$ cat config.mk
export PLATFORM = sky130hd
export DESIGN_NAME = overlay_window_scanout
export DESIGN_NICKNAME = d
export VERILOG_FILES = /design/src/hdl/ows_pkg.sv /design/src/hdl/overlay_window_scanout.sv /design/src/hdl/ows_clip.sv
export SDC_FILE = /design/constraint.sdc
export NUM_CORES = 2
export LEC_CHECK = 0
export ABC_AREA = 1
export BUFFER_PORTS_ARGS = -buffer_cell sky130_fd_sc_hd__clkbuf_2
export CORE_MARGIN = 2
export CORE_UTILIZATION = 40
export DETAILED_ROUTE_END_ITERATION = 10
export RECOVER_POWER = 100
export SETUP_SLACK_MARGIN = 0.3
export SYNTH_ARGS = -nofsm -noshare
export SYNTH_HDL_FRONTEND = slang
export SYNTH_HIERARCHICAL = 1
export SYNTH_SLANG_ARGS = --single-unit
$ cat constraint.sdc
create_clock -name clk -period 21.4 [get_ports clk]
set_clock_uncertainty 0.1 [all_clocks]
set_input_delay 1.07 -clock clk [delete_from_list [all_inputs] [get_ports clk]]
set_output_delay 1.07 -clock clk [all_outputs]
set_load 0.005 [all_outputs]
$ cat src/hdl/ows_pkg.sv
package ows_pkg;

  // screen dimensions above this are treated as this
  localparam int MaxScreenDim = 4096;
  // width of the screen size registers
  localparam int DimW = 13;

  // item modes
  localparam logic MODE_START = 1'b0;
  localparam logic MODE_PIXEL = 1'b1;

  typedef enum logic [2:0] {
    REG_WINDOW_BASE     = 3'd0,
    REG_WINDOW_STRIDE   = 3'd1,
    REG_WINDOW_FORMAT   = 3'd2,
    REG_WINDOW_SIZE     = 3'd3,
    REG_WINDOW_POSITION = 3'd4,
    REG_SCREEN_WIDTH    = 3'd5,
    REG_SCREEN_HEIGHT   = 3'd6
  } cfg_reg_t;

  // everything the start item loads into the scan state
  typedef struct packed {
    logic            active;
    logic            wide;
    logic [DimW-1:0] vis_width;
    logic [DimW-1:0] rows;
    logic [47:0]     src_addr;
    logic [23:0]     dest_idx;
  } scan_start_t;

  function automatic logic [DimW-1:0] clamp_dim(logic [DimW-1:0] d);
    return (d > DimW'(MaxScreenDim)) ? DimW'(MaxScreenDim) : d;
  endfunction

  // rgb565 fields move to the top of each byte, argb8888 drops alpha
  function automatic logic [23:0] expand_color(logic [31:0] raw, logic wide);
    logic [23:0] c;
    if (wide) begin
      c = raw[23:0];
    end else begin
      c = {raw[15:11], 3'b000, raw[10:5], 2'b00, raw[4:0], 3'b000};
    end
    return c;
  endfunction

endpackage

$ cat src/hdl/overlay_window_scanout.sv
// Overlay window scanout. A start item (mode 0) clips the configured window
// against the screen and answers with the first source fetch address, or with
// more_pixels low when nothing is drawable. Each following pixel item (mode 1)
// carries one fetched source pixel and is answered with its screen index, its
// RGB888 color and the next fetch address; more_pixels drops with the last
// pixel. Items are accepted back to back, one per clock, while the result
// register is free or being drained. The start item's clipping, including a
// 16 x 32 bit multiply for skipped rows, is combinational; pixel items
// advance the addresses by adding the stride and screen width. The user must
// write registers through the config port only while no scan item is in
// flight; the block does not enforce it. Stride and screen width are read
// live on each row advance, everything else is taken at start.
module overlay_window_scanout import ows_pkg::*; (
  input  logic        clk,
  input  logic        rst,

  input  logic        cfg_valid,
  output logic        cfg_ready,
  input  logic [2:0]  cfg_index,
  input  logic [31:0] cfg_data,

  input  logic        in_valid,
  output logic        in_ready,
  input  logic        mode,
  input  logic [31:0] pixel_data,

  output logic        out_valid,
  input  logic        out_ready,
  output logic        pixel_valid,
  output logic [23:0] dest_index,
  output logic [23:0] color,
  output logic        more_pixels,
  output logic [47:0] fetch_address
);

  logic [31:0]     window_base;
  logic [31:0]     window_stride;
  logic [7:0]      window_format;
  logic [31:0]     window_size;
  logic [31:0]     window_position;
  logic [DimW-1:0] screen_width;
  logic [DimW-1:0] screen_height;

  logic            scan_active;
  logic            wide;
  logic [DimW-1:0] visible_width;
  logic [DimW-1:0] rows_left;
  logic [DimW-1:0] column;
  logic [47:0]     row_source_address;
  logic [23:0]     row_dest_index;

  scan_start_t     start;
  logic            accept;
  logic [DimW-1:0] column_inc;
  logic            row_end;
  logic            last_row;
  logic            active_next;
  logic [47:0]     next_row_address;
  logic [47:0]     pixel_offset;

  assign cfg_ready = 1'b1;
  assign in_ready  = !out_valid || out_ready;
  assign accept    = in_valid && in_ready;

  always_ff @(posedge clk) begin
    if (rst) begin
      window_base     <= '0;
      window_stride   <= '0;
      window_format   <= '0;
      window_size     <= '0;
      window_position <= '0;
      screen_width    <= DimW'(320);
      screen_height   <= DimW'(240);
    end else if (cfg_valid) begin
      unique case (cfg_index)
        REG_WINDOW_BASE:     window_base     <= cfg_data;
        REG_WINDOW_STRIDE:   window_stride   <= cfg_data;
        REG_WINDOW_FORMAT:   window_format   <= cfg_data[7:0];
        REG_WINDOW_SIZE:     window_size     <= cfg_data;
        REG_WINDOW_POSITION: window_position <= cfg_data;
        REG_SCREEN_WIDTH:    screen_width    <= cfg_data[DimW-1:0];
        REG_SCREEN_HEIGHT:   screen_height   <= cfg_data[DimW-1:0];
        default: ;
      endcase
    end
  end

  ows_clip u_clip (
    .window_base     (window_base),
    .window_stride   (window_stride),
    .window_format   (window_format),
    .window_size     (window_size),
    .window_position (window_position),
    .screen_width    (screen_width),
    .screen_height   (screen_height),
    .start           (start)
  );

  // pixel step
  assign column_inc       = column + DimW'(1);
  assign row_end          = column_inc >= visible_width;
  assign last_row         = rows_left == DimW'(1);
  assign active_next      = !(row_end && last_row);
  assign next_row_address = row_source_address + {16'b0, window_stride};
  assign pixel_offset     = wide ? 48'({column_inc, 2'b00}) : 48'({column_inc, 1'b0});

  always_ff @(posedge clk) begin
    if (rst) begin
      scan_active <= 1'b0;
      out_valid   <= 1'b0;
    end else begin
      if (accept) begin
        out_valid <= 1'b1;
      end else if (out_ready) begin
        out_valid <= 1'b0;
      end
      if (accept) begin
        if (mode == MODE_START) begin
          scan_active <= start.active;
        end else if (scan_active) begin
          scan_active <= active_next;
        end
      end
    end
  end

  always_ff @(posedge clk) begin
    if (accept) begin
      if (mode == MODE_START) begin
        wide               <= start.wide;
        visible_width      <= start.vis_width;
        rows_left          <= start.rows;
        column             <= '0;
        row_source_address <= start.src_addr;
        row_dest_index     <= start.dest_idx;
        pixel_valid        <= 1'b0;
        dest_index         <= '0;
        color              <= '0;
        more_pixels        <= start.active;
        fetch_address      <= start.active ? start.src_addr : '0;
      end else if (scan_active) begin
        pixel_valid <= 1'b1;
        dest_index  <= row_dest_index + {11'b0, column};
        color       <= expand_color(pixel_data, wide);
        more_pixels <= active_next;
        if (row_end) begin
          column             <= '0;
          rows_left          <= rows_left - DimW'(1);
          row_source_address <= next_row_address;
          row_dest_index     <= row_dest_index + {11'b0, clamp_dim(screen_width)};
          fetch_address      <= active_next ? next_row_address : '0;
        end else begin
          column        <= column_inc;
          fetch_address <= row_source_address + pixel_offset;
        end
      end else begin
        pixel_valid   <= 1'b0;
        dest_index    <= '0;
        color         <= '0;
        more_pixels   <= 1'b0;
        fetch_address <= '0;
      end
    end
  end

endmodule

$ cat src/hdl/ows_clip.sv
module ows_clip import ows_pkg::*; (
  input  logic [31:0]     window_base,
  input  logic [31:0]     window_stride,
  input  logic [7:0]      window_format,
  input  logic [31:0]     window_size,
  input  logic [31:0]     window_position,
  input  logic [DimW-1:0] screen_width,
  input  logic [DimW-1:0] screen_height,
  output scan_start_t     start
);

  logic [DimW-1:0]   sw;
  logic [DimW-1:0]   sh;
  logic              fmt_ok;
  logic              fmt_wide;
  logic [15:0]       w;
  logic [15:0]       h;
  logic [15:0]       x;
  logic [15:0]       margin;
  logic signed [19:0] y;
  logic signed [19:0] room;
  logic signed [19:0] hv;
  logic signed [19:0] first;
  logic              x_off;
  logic              y_off;
  logic [DimW-1:0]   room_x;
  logic [DimW-1:0]   wv;
  logic [DimW-1:0]   top;
  logic [47:0]       skip_bytes;
  logic [2*DimW-1:0] top_offset;

  assign sw     = clamp_dim(screen_width);
  assign sh     = clamp_dim(screen_height);
  assign w      = window_size[31:16];
  assign h      = window_size[15:0];
  assign x      = window_position[15:0];
  assign margin = window_position[31:16];

  always_comb begin
    fmt_ok   = 1'b0;
    fmt_wide = 1'b0;
    unique case (window_format) inside
      [8'd2:8'd5]: fmt_ok = 1'b1;
      8'd6, 8'd7: begin
        fmt_ok   = 1'b1;
        fmt_wide = 1'b1;
      end
      default: ;
    endcase
  end

  // top edge counted down from the bottom of the screen, may be negative
  assign y    = $signed({7'b0, sh}) - $signed({4'b0, h}) - $signed({4'b0, margin});
  assign room = $signed({7'b0, sh}) - y;
  assign hv   = ($signed({4'b0, h}) > room) ? room : $signed({4'b0, h});

  // rows above the screen are skipped
  assign first = y[19] ? -y : 20'sd0;
  assign top   = y[19] ? '0 : y[DimW-1:0];

  assign x_off  = x >= {3'b0, sw};
  assign y_off  = y >= $signed({7'b0, sh});
  assign room_x = sw - x[DimW-1:0];
  assign wv     = (w > {3'b0, room_x}) ? room_x : w[DimW-1:0];

  assign skip_bytes = first[15:0] * window_stride;
  assign top_offset = top * sw;

  always_comb begin
    start.active = (window_base != '0) && (w != '0) && (h != '0) && fmt_ok &&
                   (window_stride != '0) && !x_off && !y_off && (wv != '0) &&
                   (hv > 20'sd0) && (first < hv);
    start.wide      = fmt_wide;
    start.vis_width = wv;
    start.rows      = DimW'(hv - first);
    start.src_addr  = {16'b0, window_base} + skip_bytes;
    start.dest_idx  = 24'(top_offset + (2*DimW)'(x));
  end

endmodule
* Yosys cells after proc, flatten, opt, wreduce, memory -nomap -nowiden
Index checks and enable logic that the tools add are counted. W data, S select, Z words.
Storage, ports and cells: output and inout bits 101, word-level logic and storage cells 129, memory bits (read-only) 0, bits of input ports 73, memories 0, register bits after elaboration 374, bits in writable memories 0, latch bits 0
Operators by class: multipliers 2, magnitude comparators 11, $add $sub $neg 14, equal/unequal tests 11, shift operators 0, reduce and logical (&&, ||, !) cells 38, div/mod/pow operators 0, multiplexer cells 31, bitwise operators 1
Operator list (count):
- $mux W48 | 8
- $mux W13 | 9
- $mux W24 | 4
- $reduce_bool A32 Y1 | 2
- $add A24 B13 Y24 | 2
- $add A32 B48 Y48 | 1
- $add A48 B15 Y48 | 1
- $add A48 B32 Y48 | 1
- $mul A16 B32 Y48 | 1
- $mux W20 | 2
- $reduce_bool A16 Y1 | 2
- $gt A13 B13 Y1 const B | 2
- $sub A13 B13 Y13 | 2
- $add A24 B16 Y24 | 1
- $mul A13 B13 Y24 | 1
- $ge A20 B14 Y1 | 1
- $gt A17 B20 Y1 | 1
- $gt A20 B1 Y1 const B | 1
- $lt A20 B20 Y1 | 1
- $neg A20 Y20 | 1
- $reduce_and A2 Y1 | 10
- $sub A14 B20 Y20 | 1
- $sub A20 B17 Y20 | 1
- $sub A13 B16 Y17 | 1
- other kinds (25) | 51

* Depth between registers and ports, before layout
depth after elaboration 13, mapped depth 68, depth with buffers taken out 67

* Hierarchy
The synthesis kept the hierarchy.
Modules (own cells, without submodules):
- ows_clip | cells each 3888, times used 1, area an instance 28706.3 um^2, sequential area each 0.0 um^2
- overlay_window_scanout | cells each 3219, times used 1, area an instance 22785.6 um^2, sequential area each 9589.2 um^2

* Worst setup path before layout
OpenSTA, ideal clock, no wires.
path kind register -> register, start register screen_height[2], end register row_source_address[44] (data pin), library setup time 264 ps, required time 21036 ps, clock period less this slack 9644 ps, path slack 11756 ps, path buffers 2, arrival 9280 ps, cell stages (with the launch flop) 56, cell sequence dfxtp_1 nor2_1 and2_1 a21oi_1 nor2_1 ha_1 inv_1 o21ai_1 a21boi_1 nand2_2 nand2_1 nand2_2 a21oi_1 o21ai_0 xor2_1 ha_1 a21oi_1 o21ai_0 [20 not listed] inv_1 ha_1 a21oi_1 o21ai_0 a21oi_1 o221ai_1 a21oi_1 inv_1 nand2_1 nand2_1 a21boi_0 o21bai_1 nand2_1 o211ai_1 a21oi_1 xor2_1 nand2_1 o21ai_1
RTL lines:
- start, declared | line overlay_window_scanout.sv:42 | logic [DimW-1:0] screen_height;
- start signal, assigned | line overlay_window_scanout.sv:73 | screen_height <= DimW'(240);
- start signal, assigned | line overlay_window_scanout.sv:82 | REG_SCREEN_HEIGHT: screen_height <= cfg_data[DimW-1:0];
- end signal, assigned | line overlay_window_scanout.sv:134 | row_source_address <= start.src_addr;
- end signal, assigned | line overlay_window_scanout.sv:149 | row_source_address <= next_row_address;
- end, declared | line overlay_window_scanout.sv:49 | logic [47:0] row_source_address;

==> results_tabular.tex <==
\begin{tabular}{lr}
\hline
Metric & Value \\
\hline
\multicolumn{2}{l}{\textbf{STA}} \\
Sum of negative setup slack & 0 ps \\
Transition time of the tightest slew-check pin & 4390 ps \\
Portion of the clock cycle consumed by the worst path in the final layout & 0.699 \\
Upper clock frequency limit & 66.8 MHz \\
Final worst slack & 6440 ps \\
Setup-failing EPs final & 0 \\
RSZ-0062 raised after global routing & false \\
Final hold viol count & 0 \\
Min cycle time layout & roughly 15000 ps \\
Final number of max-transition violations & 728 \\
Slew headroom & -1.93 \\
\multicolumn{2}{l}{\textbf{Global routing}} \\
Overall fraction of global-route tracks in use & 0.269 \\
Number of antenna violations at the first check in global routing & 6 \\
Largest net degree at the start of global routing & 103 \\
Global-route wire length before repair & 271000 um \\
Via count of the first global-routing pass & 46.0k \\
Total global routing overflow & 0 \\
\multicolumn{2}{l}{\textbf{Floorplanning}} \\
Initial Utilization & 0.403 \\
Height of the die & 363 um \\
Row count & 131 \\
Horizontal extent of the die & 363 um \\
Top Ports & between 150 and 200 \\
Placeable core region & 0.128 mm\^{}2 \\
Die Footprint & 0.132 mm\^{}2 \\
\multicolumn{2}{l}{\textbf{Critical path}} \\
Worst-path maximum fanout & 41 \\
Required time of the worst setup path & 21740 ps \\
Launch instance of the worst register-to-register path & screen\_height[12]\$\_SDFFE\_PP0P\_ \\
Worst Setup Start Kind & flop \\
Kind of critical path & flop to flop \\
Setup crit start & screen\_height[12]\$\_SDFFE\_PP0P\_ \\
Most used cell along the critical path & nand2\_1 \\
Data arrival time of the critical path & 15310 ps \\
Capturing element type of the critical path & flop \\
Delay of the slowest cell on the worst path & 1830 ps \\
Slowest CP cell & clkbuf\_1 \\
\multicolumn{2}{l}{\textbf{Detailed routing}} \\
DRT Pass-1 Iters & 8 \\
Iteration-0 DRC count of the detailed router & 3733 \\
Total wire length after detailed routing & 177000 um \\
Average wire per cell in the routed design & between 15 and 20 um \\
Vias/cell & 5.21 \\
Post-detailed-route count of antenna-violating nets & 0 \\
Detailed-route DRC error count & 0 \\
Number of vias after detailed routing & about 46k \\
\multicolumn{2}{l}{\textbf{Pwr}} \\
Leak Pwr & between 20 and 30 nW \\
Worst-case vdd ir drop & between 0.00006 and 0.00007 V \\
PwrDens & 79.3 mW/mm\^{}2 \\
\multicolumn{2}{l}{\textbf{Min path}} \\
Class of the worst hold path & flop to flop \\
Hold\_sp & window\_size[4]\$\_SDFFE\_PP0P\_ \\
\multicolumn{2}{l}{\textbf{Synth}} \\
Syn Std Cell Area & 0.0515 mm\^{}2 \\
Per-instance average area after synthesis & 7.24 um\^{}2 \\
Warning count from the yosys run & 6 \\
Instance count of the mapped netlist & 7103 \\
\multicolumn{2}{l}{\textbf{Finish}} \\
Fill count & between 10k and 15k \\
Fin nets & 8251 \\
Growth of design area from synthesis to finish & 7.81\% \\
Fraction of final layout cells with drive strength greater than 1 & 0.0471 \\
Post-route design area & between 0.05 and 0.06 mm\^{}2 \\
\multicolumn{2}{l}{\textbf{CTS}} \\
Post-CTS setup buffer count & 0 \\
CTS Buf Count & 48 \\
Cell at the root of the clock tree & clkbuf\_16 \\
CTS tree & yes \\
H-Tree Level Count & 2 \\
Clock transition at the registers of the reported paths & 60 ps \\
CTS Hold Bufs & 0 \\
Count of clock tree sinks & between 300 and 400 \\
Post-CTS sizing & 0 \\
Insertion delay to the later sink of the worst-skew pair & between 600 and 700 ps \\
Number of buffers between clock root and the deepest sink & 3 \\
\multicolumn{2}{l}{\textbf{Placement}} \\
Post-detailed-placement cell area & 0.0540 mm\^{}2 \\
Setup slack after placement & 8950 ps \\
Detailed placer's ending HPWL & 141000 um \\
Gp weighted congestion & roughly 1.0 \\
Number of port buffers & about 160 \\
\multicolumn{2}{l}{\textbf{Outcome}} \\
Violations in the final reports & max-capacitance violations, max-slew violations \\
Status & finished, violations left \\
\multicolumn{2}{l}{\textbf{Job}} \\
Maximum capacitance violations & 14 \\
\hline
\end{tabular}
[cell usage in the layout (no fill, tap or decap), types with 20 or more instances in the layout]
| cell type | count |
|---|---|
| a31oi_1 | 38 |
| nand4_1 | 48 |
| buf_4 | 54 |
| a21oi_1 | 303 |
| nor3_1 | 29 |
| edfxtp_1 | 210 |
| nand3b_1 | 20 |
| dfxtp_1 | 163 |
| o21ai_0 | 345 |
| nor4_1 | 37 |
| nor2_2 | 24 |
| nand3_1 | 274 |
| xnor2_1 | 79 |
| nand2_2 | 26 |
| inv_2 | 30 |
| clkbuf_2 | 82 |
| inv_1 | 1469 |
| xor2_1 | 110 |
| ha_1 | 411 |
| clkbuf_1 | 98 |
| fa_1 | 589 |
| nor2_1 | 800 |
| nand2_1 | 1728 |
| clkbuf_16 | 51 |
[registers in the layout, summed over array words and instances, names as in the netlist]
register            count
window_size            32
more_pixels             1
rows_left              13
screen_width           13
window_position        32
visible_width          13
screen_height          13
out_valid               1
dest_index             24
window_format           7
window_base            32
column                 13
fetch_address          48
row_dest_index         24
color                  24
window_stride          32
pixel_valid             1
row_source_address     48
wide                    1
scan_active             1
[cell type report]
class | count | area (um^2) | area share
antenna | 3 | 7.51 | 0.000135
timing repair buffer | 227 | 1160 | 0.0209
sequential | 373 | 9570 | 0.172
inverter | 1508 | 5670 | 0.102
multi-input combinational | 5020 | 35300 | 0.637
clock buffer | 61 | 1340 | 0.0242
tap | 1662 | 2080 | 0.0375
clock inverter | 28 | 313 | 0.00564
[power by group]
group	total [W]	switching (W)	internal [W]	leakage [nW]
Clock	0.000871	0.000371	0.000501	0.797
Sequential	0.000895	0.0000577	0.000838	3.38
Combinational	0.00263	0.00182	0.000812	23.7
[critical path, delay by kind of cell, from the launching register on]
| kind | cells | cell delay (ps) |
|---|---|---|
| fa+ha+maj | 5 | 1800 |
| compound gates | 15 | 3490 |
| buf+inv | 8 | 2790 |
| simple gates | 25 | 4880 |
| xor+xnor | 3 | 1020 |
| flops | 1 | 590 |
[routing by layer]
metal,vias up,part of all wire,GRT usage
li1,21952,-,-
met1,22453,0.44,0.366
met2,1562,0.46,0.440
met3,290,0.069,0.0366
met4,8,0.036,0.0878
met5,-,0.00035,0
[through the flow]
step           hold slack, ps  cells  utilization  total power (W)
2_1_floorplan             337   7104            -          0.00264
4_1_cts                   374   8879        0.436          0.00439
3_5_place_dp              363   8790        0.423          0.00350
5_1_grt                   398   8879        0.434          0.00471
3_3_place_gp              357   8790        0.423          0.00348
6_report                  374   8882        0.435          0.00440
[worst paths after layout]
path | slack [ps] | cells past startpoint | end
hold / removal | 370 | 2 | window_size[4]$_SDFFE_PP0P_
setup reg to reg | 6440 | 56 | fetch_address[21]$_DFFE_PP_
hold reg to reg | 370 | 2 | window_size[4]$_SDFFE_PP0P_
setup / recovery | 6440 | 56 | fetch_address[21]$_DFFE_PP_
Note: power is estimated with default switching activity, not from simulation.
